`src/bpc_pkg.sv`:
```
// ---------------------------------------------------------------------------
// bpc_pkg
// Shared types and constants for the button press classifier.
// ---------------------------------------------------------------------------
`default_nettype none

package bpc_pkg;

    localparam int NUM_BUTTONS = 5;
    localparam int EV_W        = 2;
    localparam int TIME_W      = 32;
    localparam int TICKS_W     = 4;
    localparam int MS_W        = 16;
    localparam int SEL_W       = 3;
    localparam int IN_W        = 40;
    localparam int OUT_W       = 16;
    localparam int CFG_ADDR_W  = 2;
    localparam int CFG_DATA_W  = 16;

    localparam logic [TICKS_W-1:0] DEBOUNCE_RST = 4'd4;
    localparam logic [MS_W-1:0]    LONG_RST     = 16'd800;
    localparam logic [MS_W-1:0]    WINDOW_RST   = 16'd450;
    localparam logic [SEL_W-1:0]   DBL_BTN_RST  = 3'd4;

    localparam logic [CFG_ADDR_W-1:0] CFG_DEBOUNCE = 2'd0;
    localparam logic [CFG_ADDR_W-1:0] CFG_LONG     = 2'd1;
    localparam logic [CFG_ADDR_W-1:0] CFG_WINDOW   = 2'd2;
    localparam logic [CFG_ADDR_W-1:0] CFG_DBL_BTN  = 2'd3;

    typedef enum logic [EV_W-1:0] {
        EV_NONE   = 2'd0,
        EV_SHORT  = 2'd1,
        EV_LONG   = 2'd2,
        EV_DOUBLE = 2'd3
    } event_t;

    typedef struct packed {
        logic [TICKS_W-1:0] debounce_ticks;
        logic [MS_W-1:0]    long_press_ms;
        logic [MS_W-1:0]    double_window_ms;
    } cfg_t;

    typedef struct packed {
        event_t ev;
        logic   armed_next;
    } lane_res_t;

endpackage

`default_nettype wire

```
`src/button_press_classifier.sv`:
```
// ---------------------------------------------------------------------------
// button_press_classifier
// Debounces five buttons and reports short, long and double presses.
// ---------------------------------------------------------------------------
// Usage:
//   s_axis: one word per poll tick, tdata = {pad, now_ms[31:0], pressed_bits[4:0]}.
//   m_axis: one word per accepted tick, tdata = {pad, event_b4 .. event_b0},
//           2 bits per button: 0 none, 1 short, 2 long, 3 double.
//   cfg: index 0 debounce_ticks, 1 long_press_ms, 2 double_window_ms,
//        3 double_button; write only while idle, always ready.
// Output: the result word is registered and appears in the cycle after the tick is accepted.
// Throughput: one tick per cycle unless stalled; all five lanes evaluate in parallel
//   and the merge stage registers the result word and the shared double arm.
// Stall: the output register holds its word while m_axis_tready is low;
//   s_axis_tready stays high while that word is taken in the same cycle.
// Reset: all counters, flags, stamps and the arm clear; registers return to
//   4 ticks, 800 ms, 450 ms, button 4.
// ---------------------------------------------------------------------------
`default_nettype none

module button_press_classifier
(
    input  wire logic                               clk,
    input  wire logic                               rst_n,
    input  wire logic                               s_axis_tvalid,
    output logic                                    s_axis_tready,
    input  wire logic [bpc_pkg::IN_W-1:0]           s_axis_tdata,  // pressed_bits, now_ms
    output logic                                    m_axis_tvalid,
    input  wire logic                               m_axis_tready,
    output logic [bpc_pkg::OUT_W-1:0]               m_axis_tdata,  // event_b0..event_b4
    input  wire logic                               cfg_valid,
    output logic                                    cfg_ready,
    input  wire logic [bpc_pkg::CFG_ADDR_W-1:0]     cfg_addr,
    input  wire logic [bpc_pkg::CFG_DATA_W-1:0]     cfg_data
);

    bpc_pkg::cfg_t                        cfg_reg;
    logic [bpc_pkg::SEL_W-1:0]            dbl_btn_reg;
    logic [bpc_pkg::NUM_BUTTONS-1:0]      pressed;
    logic [bpc_pkg::TIME_W-1:0]           now_ms;
    logic [bpc_pkg::NUM_BUTTONS-1:0]      sel;
    logic [bpc_pkg::NUM_BUTTONS-1:0]      dbl_hits;
    logic                                 accept;
    logic                                 armed;
    bpc_pkg::lane_res_t                   res [bpc_pkg::NUM_BUTTONS];

    assign pressed   = s_axis_tdata[bpc_pkg::NUM_BUTTONS-1:0];
    assign now_ms    = s_axis_tdata[bpc_pkg::NUM_BUTTONS +: bpc_pkg::TIME_W];
    assign cfg_ready = 1'b1;

    always_ff @(posedge clk or negedge rst_n)
    begin
        if (!rst_n)
        begin
            cfg_reg.debounce_ticks   <= bpc_pkg::DEBOUNCE_RST;
            cfg_reg.long_press_ms    <= bpc_pkg::LONG_RST;
            cfg_reg.double_window_ms <= bpc_pkg::WINDOW_RST;
            dbl_btn_reg              <= bpc_pkg::DBL_BTN_RST;
        end
        else if (cfg_valid)
        begin
            case (cfg_addr)
                bpc_pkg::CFG_DEBOUNCE: cfg_reg.debounce_ticks   <= cfg_data[bpc_pkg::TICKS_W-1:0];
                bpc_pkg::CFG_LONG:     cfg_reg.long_press_ms    <= cfg_data;
                bpc_pkg::CFG_WINDOW:   cfg_reg.double_window_ms <= cfg_data;
                bpc_pkg::CFG_DBL_BTN:  dbl_btn_reg              <= cfg_data[bpc_pkg::SEL_W-1:0];
                default: ;
            endcase
        end
    end

    for (genvar i = 0; i < bpc_pkg::NUM_BUTTONS; i++)
    begin : g_lane
        assign sel[i]      = (dbl_btn_reg == bpc_pkg::SEL_W'(i));
        assign dbl_hits[i] = (res[i].ev == bpc_pkg::EV_DOUBLE);

        bpc_lane u_lane
        (
            .clk     (clk),
            .rst_n   (rst_n),
            .advance (accept),
            .raw     (pressed[i]),
            .now_ms  (now_ms),
            .cfg     (cfg_reg),
            .is_dbl  (sel[i]),
            .armed   (armed),
            .res     (res[i])
        );
    end

    bpc_merge u_merge
    (
        .clk       (clk),
        .rst_n     (rst_n),
        .in_valid  (s_axis_tvalid),
        .in_ready  (s_axis_tready),
        .accept    (accept),
        .res       (res),
        .sel       (sel),
        .armed     (armed),
        .out_valid (m_axis_tvalid),
        .out_ready (m_axis_tready),
        .out_data  (m_axis_tdata)
    );

    a_arm_needs_sel: assert property (@(posedge clk) disable iff (!rst_n)
        (sel == '0) |=> $stable(armed))
        else $error("double arm changed with no double button selected");

    a_dbl_only_sel: assert property (@(posedge clk) disable iff (!rst_n)
        (dbl_hits & ~sel) == '0)
        else $error("double press on an unselected button");

    a_dbl_onehot: assert property (@(posedge clk) disable iff (!rst_n)
        $onehot0(dbl_hits))
        else $error("more than one double press in a word");

    a_accept_valid: assert property (@(posedge clk) disable iff (!rst_n)
        accept |=> m_axis_tvalid)
        else $error("accepted tick produced no output word");

endmodule

`default_nettype wire

```
`src/bpc_lane.sv`:
```
// ---------------------------------------------------------------------------
// bpc_lane
// Per-button debounce counter, hold timing and short/long/double detection.
// ---------------------------------------------------------------------------
`default_nettype none

module bpc_lane
(
    input  wire logic                               clk,
    input  wire logic                               rst_n,
    input  wire logic                               advance,
    input  wire logic                               raw,
    input  wire logic [bpc_pkg::TIME_W-1:0]         now_ms,
    input  wire bpc_pkg::cfg_t                      cfg,
    input  wire logic                               is_dbl,
    input  wire logic                               armed,
    output bpc_pkg::lane_res_t                      res
);

    logic [bpc_pkg::TICKS_W-1:0] count_reg, count_next;
    logic                        held_reg, held_next;
    logic                        reported_reg, reported_next;
    logic [bpc_pkg::TIME_W-1:0]  stamp_reg, stamp_next;

    logic [bpc_pkg::TIME_W-1:0]  diff;
    logic [bpc_pkg::TIME_W-1:0]  hold_diff;
    logic                        restamp;
    logic                        armed_mid;
    bpc_pkg::event_t             ev;

    always_comb
    begin
        diff          = now_ms - stamp_reg;
        count_next    = count_reg;
        held_next     = held_reg;
        reported_next = reported_reg;
        restamp       = 1'b0;
        armed_mid     = armed;
        ev            = bpc_pkg::EV_NONE;
        hold_diff     = diff;
        if (raw)
        begin
            if (count_reg < cfg.debounce_ticks)
            begin
                count_next = count_reg + 4'd1;
            end
            if ((count_next >= cfg.debounce_ticks) && !held_reg)
            begin
                held_next     = 1'b1;
                restamp       = 1'b1;
                reported_next = 1'b0;
                hold_diff     = '0;
            end
            if (held_next && !reported_next &&
                (hold_diff >= {16'd0, cfg.long_press_ms}))
            begin
                ev            = bpc_pkg::EV_LONG;
                reported_next = 1'b1;
            end
        end
        else
        begin
            if (count_reg != '0)
            begin
                count_next = count_reg - 4'd1;
            end
            if (held_reg && (count_next == '0))
            begin
                held_next = 1'b0;
                if (!reported_reg)
                begin
                    if (is_dbl && armed && (diff <= {16'd0, cfg.double_window_ms}))
                    begin
                        ev        = bpc_pkg::EV_DOUBLE;
                        armed_mid = 1'b0;
                    end
                    else
                    begin
                        ev = bpc_pkg::EV_SHORT;
                        if (is_dbl)
                        begin
                            armed_mid = 1'b1;
                            restamp   = 1'b1;
                        end
                    end
                end
            end
        end
        // window expiry; a fresh stamp gives zero elapsed time
        if (is_dbl && armed_mid && !restamp && (diff > {16'd0, cfg.double_window_ms}))
        begin
            armed_mid = 1'b0;
        end
        stamp_next = restamp ? now_ms : stamp_reg;
    end

    assign res.ev         = ev;
    assign res.armed_next = armed_mid;

    always_ff @(posedge clk or negedge rst_n)
    begin
        if (!rst_n)
        begin
            count_reg    <= '0;
            held_reg     <= 1'b0;
            reported_reg <= 1'b0;
            stamp_reg    <= '0;
        end
        else if (advance)
        begin
            count_reg    <= count_next;
            held_reg     <= held_next;
            reported_reg <= reported_next;
            stamp_reg    <= stamp_next;
        end
    end

endmodule

`default_nettype wire

```
`src/bpc_merge.sv`:
```
// ---------------------------------------------------------------------------
// bpc_merge
// Collects lane events into the output word and keeps the shared double arm.
// ---------------------------------------------------------------------------
`default_nettype none

module bpc_merge
(
    input  wire logic                                clk,
    input  wire logic                                rst_n,
    input  wire logic                                in_valid,
    output logic                                     in_ready,
    output logic                                     accept,
    input  wire bpc_pkg::lane_res_t                  res [bpc_pkg::NUM_BUTTONS],
    input  wire logic [bpc_pkg::NUM_BUTTONS-1:0]     sel,
    output logic                                     armed,
    output logic                                     out_valid,
    input  wire logic                                out_ready,
    output logic [bpc_pkg::OUT_W-1:0]                out_data
);

    localparam int EVS_W = bpc_pkg::NUM_BUTTONS * bpc_pkg::EV_W;

    logic             armed_reg, armed_next;
    logic             valid_reg;
    logic [EVS_W-1:0] events_reg, events_next;

    assign in_ready = !valid_reg || out_ready;
    assign accept   = in_valid && in_ready;

    always_comb
    begin
        armed_next = armed_reg;
        for (int i = 0; i < bpc_pkg::NUM_BUTTONS; i++)
        begin
            events_next[i*bpc_pkg::EV_W +: bpc_pkg::EV_W] = res[i].ev;
            if (sel[i])
            begin
                armed_next = res[i].armed_next;
            end
        end
    end

    always_ff @(posedge clk or negedge rst_n)
    begin
        if (!rst_n)
        begin
            armed_reg <= 1'b0;
            valid_reg <= 1'b0;
        end
        else if (accept)
        begin
            armed_reg <= armed_next;
            valid_reg <= 1'b1;
        end
        else if (out_ready)
        begin
            valid_reg <= 1'b0;
        end
    end

    always_ff @(posedge clk)
    begin
        if (accept)
        begin
            events_reg <= events_next;
        end
    end

    assign armed     = armed_reg;
    assign out_valid = valid_reg;
    assign out_data  = {{(bpc_pkg::OUT_W - EVS_W){1'b0}}, events_reg};

endmodule

`default_nettype wire
```
`config.mk`:
```
export PLATFORM = sky130hd
export DESIGN_NAME = button_press_classifier
export DESIGN_NICKNAME = d
export VERILOG_FILES = /design/src/bpc_pkg.sv /design/src/button_press_classifier.sv /design/src/bpc_lane.sv /design/src/bpc_merge.sv
export SDC_FILE = /design/constraint.sdc
export NUM_CORES = 1
export LEC_CHECK = 0
export BUFFER_PORTS_ARGS = -buffer_cell sky130_fd_sc_hd__buf_2
export CORE_MARGIN = 5
export CORE_UTILIZATION = 60
export DETAILED_ROUTE_END_ITERATION = 8
export PLACE_DENSITY = 0.82
export SLEW_MARGIN = 20
export SYNTH_ARGS = -nofsm -noshare
export SYNTH_HDL_FRONTEND = slang
export SYNTH_SLANG_ARGS = --single-unit
```
`constraint.sdc`:
```
create_clock -name clk -period 17.6 [get_ports clk]
set_input_delay 2.64 -clock clk [delete_from_list [all_inputs] [get_ports clk]]
set_output_delay 2.64 -clock clk [all_outputs]
set_load 0.05 [all_outputs]
```
==> metrics.md, run 1 <==
| Metric | Value |
|---|---|
| Die height | `214 um` |
| Yosys top cell by area | `dfrtp_1` |
| Multi-input logic area | `17500 um^2` |
| Pin count of the biggest net entering global routing | `94` |
| Worst r2r src | `cfg_reg[33]$_DFFE_PN0P_` |
| CP max stage cell | `a221oi_1` |
| Filler Cell Count | `3361` |
| Layout Nets | `3307` |
| MaxCap Viol Count | `0` |
| Post-CTS sizing | `0` |
| Top cells by area, synth | `dfrtp_1, ha_1, mux2_2` |
| CTS H-tree lvls | `1` |
| Measured slew at the worst slew-check pin | `1.03 ns` |
| N_diodes | `0` |
| DRT Pass-1 Iters | `5` |
| Met3 Track Usage GR | `3.42%` |
| Placer Congestion | `0.997` |
| Max VDD drop | `0.000113 V` |
| Post-synthesis register bit count | `241` |
| Fin worst setup slack | `9.90 ns` |
| Most used DFF post-synth | `dfrtp_1` |
| Ys Warns | `0` |
| Post-synth EDFFs | `10` |
| Hpwl dp | `55.8 mm` |
| R2R Setup Slk | `10.95 ns` |
| Hold Path Class | `reg2reg` |
| TritonCTS sink count | `241` |
| Clock Skew | `0.0247 ns` |
| Core Area | `40900 um^2` |
| Syn Area/Cell | `8.72 um^2` |
| Die area | `45600 um^2` |
| Layout cells sized above 1 | `12.5%` |
| Crit path kind | `in2reg` |
| Fin Setup TNS | `0 ns` |
| Gr busiest metal | `met2` |
| Clk Latency, worst-skew pair | `0.59 ns` |
| Final setup violation count | `0` |
| CP Buf/Inv Count | `2` |
| Max Clk Rate | `130 MHz` |
| Fin. Hold Viols | `0` |
| Crit path capture | `g_lane[0].u_lane.stamp_reg[24]$_DFFE_PN0P_` |
| Number of global-route vias before repair | `22141` |
| CTS root buf | `clkbuf_16` |
| Clock Tree Buf Depth | `3` |
| Avg WL per Cell | `21.0 um` |
| Synth top cells by count | `ha_1, inv_1, a21oi_1, dfrtp_1, nand2_1` |
| Clk slew on worst S/H paths | `0.06 ns` |
| Vias | `22232` |
| Die Wd | `214 um` |
| First-pass GRT wire length | `114 mm` |
| Post-CTS setup buffers | `0` |
| Register area | `6090 um^2` |
| Worst R2R End | `u_merge.events_reg[5]$_DFFE_PP_` |
| Mapped Area | `24900 um^2` |
| Critical path startpoint | `s_axis_tdata[5]` |
| # port buffers | `71` |
| CTS tree | `done` |
| Routed WL | `71.9 mm` |
| Tot GR Track Use | `30.8%` |
| CTS Hold Bufs | `0` |
| CTS buffer count | `28` |
| Final period util | `43.8%` |
| Slew HR | `30.9%` |
| GR Layer Usage met1 | `39.3%` |
| Initial drt markers | `1609` |
| # rows | `74` |
| Crit-path leading delay family | `compound AO/OA/AOI/OAI gates` |
| Pre-CTS WS | `9.46 ns` |
| Cells on worst reg2reg path | `28` |
| Outcome | `completed` |
| Remaining global-route overflow | `0` |
| Final antenna-violating net count | `0` |
| Placed Area | `25600 um^2` |
| IO Count | `82` |
| Req. time, crit path | `18.05 ns` |
| Library cells used by synthesis | `89` |
| Setup repair after global routing missed its margin | `no` |
| Slew Limit Fails | `0` |
| Pwr/cell area | `202 nW/um^2` |
| Top-area cell type share of the netlist area | `22.3%` |
| Mapped Cells | `2854` |
| Crit path arrival time | `8.15 ns` |
| CP Capture Type | `flip-flop` |
| Crit path max fanout | `32` |
| Startpoint types | `primary input` |
| Finished Cell Area | `26700 um^2` |
| P&R area growth vs syn | `7.12%` |
| Post-synth ARST share | `95.9%` |
| GR Layer Usage met2 | `53.8%` |
| CP peak stage delay | `0.73 ns` |
| Vias/cell | `6.48` |
| Starting density of the core | `60.8%` |
| Stages on the worst setup path | `21` |
| CP Cell Sequence | `buf_2 > inv_1 > ha_1 > nor2b_1 > o2111ai_1 > a221oi_1 > nor2_1 > o21ai_0 > xor2_1 > ha_1 > a21o_1 > a21o_1 > a21oi_1 > o21ai_0 > a2111oi_0 > a211o_1 > o2111a_1 > nand3_1 > a21oi_1 > nor2_4 > mux2_2` |
| Top-count cell post-synth | `ha_1` |
| Remaining DRCs | `0` |
| Max FFs per register | `160` |
| Initial antenna violation count | `1` |
| Post-synthesis sequential area ratio | `24.5%` |
| Minimum clock period | `7.70 ns` |
| Leak pwr | `12.4 nW` |
-- worst min path at each step --
| stage | depth (start not counted) | to | startpoint |
|---|---|---|---|
| final | 1 | g_lane[3].u_lane.stamp_reg[5]$_DFFE_PN0P_ | g_lane[3].u_lane.stamp_reg[5]$_DFFE_PN0P_ |
| after detailed placement | 1 | g_lane[3].u_lane.stamp_reg[2]$_DFFE_PN0P_ | g_lane[3].u_lane.stamp_reg[2]$_DFFE_PN0P_ |
| after floorplan | 1 | g_lane[3].u_lane.stamp_reg[11]$_DFFE_PN0P_ | g_lane[3].u_lane.stamp_reg[11]$_DFFE_PN0P_ |
| after global placement | 1 | g_lane[3].u_lane.stamp_reg[5]$_DFFE_PN0P_ | g_lane[3].u_lane.stamp_reg[5]$_DFFE_PN0P_ |
| after CTS | 1 | g_lane[3].u_lane.stamp_reg[5]$_DFFE_PN0P_ | g_lane[3].u_lane.stamp_reg[5]$_DFFE_PN0P_ |
| after global routing | 1 | g_lane[3].u_lane.stamp_reg[5]$_DFFE_PN0P_ | g_lane[3].u_lane.stamp_reg[5]$_DFFE_PN0P_ |
-- worst reg2reg max path: cells and delay by family, from the launching register on --
kind	cells	cell delay [ns]
AND/OR/NAND/NOR	5	0.72
adder cells (fa/ha/maj)	3	0.83
buffers and inverters	2	0.61
XOR/XNOR	1	0.18
flip-flops	1	0.36
AO/OA/AOI/OAI	17	3.66
-- routing by layer --
layer  up-vias  routed length [um]
met5         -                   0
met4         0                3250
met3       220                4130
met2       755               34000
met1     10803               30400
li1      10454                   -
-- stage by stage --
| stage | utilization (%) | hold WS, ns | power (mW) | cells |
|---|---|---|---|---|
| 6_report | 65.1 | 0.490 | 5.38 | 3429 |
| 4_1_cts | 65.1 | 0.492 | 5.32 | 3429 |
| 2_1_floorplan | - | 0.458 | 3.73 | 2859 |
| 3_3_place_gp | 62.6 | 0.468 | 4.46 | 3381 |
| 5_1_grt | 65.1 | 0.498 | 5.85 | 3429 |
| 3_5_place_dp | 62.6 | 0.476 | 4.63 | 3381 |
-- cells by family after synthesis --
logic type / Yosys count / synth area share [%]
other: 2 / 0.0302
XOR/XNOR: 139 / 4.89
AO/OA/AOI/OAI: 814 / 21.4
multiplexers: 211 / 9.91
adder cells (fa/ha/maj): 365 / 18.5
flip-flops: 241 / 24.5
AND/OR/NAND/NOR: 737 / 15.3
buffers and inverters: 345 / 5.46
-- final cells by class --
cell class,count,area share [%]
clock inverters,14,0.934
flip-flops and latches,241,22.9
inverters,253,3.56
well taps,532,2.50
multi-input cells,2273,65.6
clock buffers,34,2.91
repair buffers,82,1.69
-- layout by cell type (no fill, tap or decap), types with 17 or more instances in the layout --
| master | instances |
|---|---|
| nand4_1 | 53 |
| a211oi_1 | 30 |
| o21bai_1 | 18 |
| o21a_1 | 32 |
| clkbuf_16 | 29 |
| dfrtp_1 | 222 |
| xnor2_1 | 94 |
| nor2b_1 | 96 |
| a21boi_0 | 18 |
| nor2_1 | 147 |
| nand3_1 | 38 |
| a31oi_1 | 27 |
| buf_2 | 70 |
| o211ai_1 | 33 |
| xor2_1 | 45 |
| nor3_1 | 45 |
| nand2b_1 | 50 |
| nor4_1 | 17 |
| and3_1 | 21 |
| mux2_2 | 163 |
| ha_1 | 360 |
| nand2_1 | 175 |
| inv_1 | 253 |
| o21ai_0 | 158 |
| a21o_1 | 112 |
| a21oi_1 | 228 |
| mux2_4 | 29 |
-- power breakdown --
| part | internal, mW | total, mW | switching, mW |
|---|---|---|---|
| Sequential | 0.775 | 0.939 | 0.164 |
| Combinational | 1.62 | 3.78 | 2.16 |
| Clock | 0.412 | 0.663 | 0.251 |
No activity file was read; power rests on OpenSTA's default activity.
==> run 2: changes to the inputs <==
--- a/config.mk
+++ b/config.mk
@@ -7,9 +7,9 @@
 export LEC_CHECK = 0
 export BUFFER_PORTS_ARGS = -buffer_cell sky130_fd_sc_hd__buf_2
 export CORE_MARGIN = 5
-export CORE_UTILIZATION = 60
+export CORE_UTILIZATION = 59
 export DETAILED_ROUTE_END_ITERATION = 8
-export PLACE_DENSITY = 0.82
+export PLACE_DENSITY = 0.84
 export SLEW_MARGIN = 20
 export SYNTH_ARGS = -nofsm -noshare
 export SYNTH_HDL_FRONTEND = slang
==> constraint.sdc (replaced) <==
create_clock -name clk -period 6.2 [get_ports clk]
set_input_delay 0.93 -clock clk [delete_from_list [all_inputs] [get_ports clk]]
set_output_delay 0.93 -clock clk [all_outputs]
set_load 0.05 [all_outputs]
==> metrics.md, run 2 (synthesis results as in run 1) <==
| Metric | Value |
|---|---|
| Outcome | `completed` |
| Vias | `22510` |
| CTS Hold Bufs | `0` |
| Most frequent CP cell | `a21o_1` |
| First-pass GRT wire length | `117 mm` |
| Final antenna-violating net count | `0` |
| Comb power frac | `71.1%` |
| Routed WL | `74.0 mm` |
| Clock Tree Buf Depth | `3` |
| Max FFs per register | `160` |
| Die area | `46400 um^2` |
| Pin count of the biggest net entering global routing | `120` |
| Slew HR | `33.9%` |
| CP peak stage delay | `0.37 ns` |
| R2R Setup Slk | `0.31 ns` |
| Pint | `8.02 mW` |
| Crit path kind | `reg2reg` |
| Avg WL per Cell | `21.2 um` |
| Finished Cell Area | `27000 um^2` |
| Max Clk Rate | `170 MHz` |
| Final period util | `95.0%` |
| Register area | `6090 um^2` |
| Commonest cells after routing, fill and taps aside | `ha_1, inv_1, a21oi_1` |
| CTS buffer count | `30` |
| CTS H-tree lvls | `1` |
| Fin. Hold Viols | `0` |
| Hold Path Class | `in2async` |
| Pwr/cell area | `570 nW/um^2` |
| Reg power frac | `17.4%` |
| Sw Share | `48.0%` |
| Crit path arrival time | `6.20 ns` |
| Core Area | `41900 um^2` |
| IO Count | `82` |
| Die Wd | `215 um` |
| Setup repair after global routing missed its margin | `no` |
| Psw | `7.40 mW` |
| Post-CTS sizing | `0` |
| Layout Nets | `3351` |
| Worst R2R End | `u_merge.events_reg[3]$_DFFE_PP_` |
| Crit path max fanout | `8` |
| Post-CTS setup buffers | `0` |
| Die height | `215 um` |
| Final setup violation count | `0` |
| N_diodes | `0` |
| Remaining global-route overflow | `0` |
| Clock power share | `11.5%` |
| Hpwl dp | `57.8 mm` |
| Final cell count without fillers | `3484` |
| Clk Latency, worst-skew pair | `0.60 ns` |
| Slew Limit Fails | `0` |
| P&R area growth vs syn | `8.64%` |
| Remaining DRCs | `0` |
| CTS root buf | `clkbuf_16` |
| Vias/cell | `6.46` |
| Measured slew at the worst slew-check pin | `0.992 ns` |
| MaxCap Viol Count | `0` |
| Placed Area | `26000 um^2` |
| Tot GR Track Use | `30.8%` |
| # port buffers | `71` |
| Placer Congestion | `1.05` |
| Multi-input logic area | `17500 um^2` |
| Max VDD drop | `0.000273 V` |
| # rows | `75` |
| CP max stage cell | `dfrtp_1` |
| Most common cell after layout, fill and taps aside | `ha_1` |
| Req. time, crit path | `6.51 ns` |
| Initial antenna violation count | `2` |
| Startpoint types | `flip-flop` |
| Worst r2r src | `cfg_reg[33]$_DFFE_PN0P_` |
| Minimum clock period | `5.89 ns` |
| Leak pwr | `12.6 nW` |
| Initial drt markers | `2078` |
| Number of global-route vias before repair | `22197` |
| Filler Cell Count | `3445` |
| TritonCTS sink count | `241` |
| Clk slew on worst S/H paths | `0.06 ns` |
| Cells on worst reg2reg path | `30` |
| DRT Pass-1 Iters | `6` |
| # placed instances | `3430` |
| CP Capture Type | `flip-flop` |
| Fin Setup TNS | `0 ns` |
| Layout cells sized above 1 | `13.8%` |
| Clock Skew | `0.0356 ns` |
| CTS tree | `done` |
| Starting density of the core | `59.5%` |
## run 2: power groups by stage
stage / Sequential, mW / Combinational [mW] / Clock, mW
6_report: 2.68 / 11.0 / 1.78
4_1_cts: 2.67 / 10.7 / 1.80
3_3_place_gp: 2.65 / 10.2 / 0
2_1_floorplan: 2.54 / 8.04 / 0
5_1_grt: 2.76 / 12.1 / 1.87
3_5_place_dp: 2.69 / 10.7 / 0
## run 2: how the worst max path moves through the flow
stage	from	endpoint	slack [ns]	cells after the start
after floorplan	cfg_reg[33]$_DFFE_PN0P_	u_merge.events_reg[7]$_DFFE_PP_	0.52	30
after CTS	cfg_reg[33]$_DFFE_PN0P_	u_merge.events_reg[3]$_DFFE_PP_	0.24	30
after global placement	s_axis_tdata[5]	g_lane[0].u_lane.stamp_reg[2]$_DFFE_PN0P_	0.24	22
final	cfg_reg[33]$_DFFE_PN0P_	u_merge.events_reg[3]$_DFFE_PP_	0.31	30
after global routing	cfg_reg[33]$_DFFE_PN0P_	u_merge.events_reg[9]$_DFFE_PP_	0.004	30
after detailed placement	s_axis_tdata[5]	g_lane[0].u_lane.stamp_reg[10]$_DFFE_PN0P_	0.19	22
## run 2: final cells by class
class                   instances  share of cell area [%]
repair buffers                124                    3.11
inverters                     253                    3.51
well taps                     539                    2.49
clock inverters                 6                   0.310
clock buffers                  48                    3.33
multi-input cells            2273                    64.7
flip-flops and latches        241                    22.5
## run 2: metal layers
metal	part of all wire, %	vias up	track usage (%)
li1	-	10552	-
met1	42	10911	40.0
met2	48	857	53.3
met3	6.8	190	4.23
met4	3.3	0	10.3
met5	0	-	0
## run 2: critical path: cells and delay by family (launching register included)
family,cells,cell delay [ns]
buf+inv,4,0.73
xor+xnor,1,0.14
simple gates,5,0.73
fa+ha+maj,3,0.75
compound gates,17,2.86
flops,1,0.37
## run 2: per-stage QoR
step	total power, mW	hold WS [ns]	util [%]	setup WS, ns
5_1_grt	16.8	0.455	64.6	0.00444
3_5_place_dp	13.3	0.475	62.2	0.188
3_3_place_gp	12.8	0.467	62.2	0.237
6_report	15.4	0.367	64.6	0.312
4_1_cts	15.2	0.439	64.5	0.240
2_1_floorplan	10.6	0.458	-	0.524
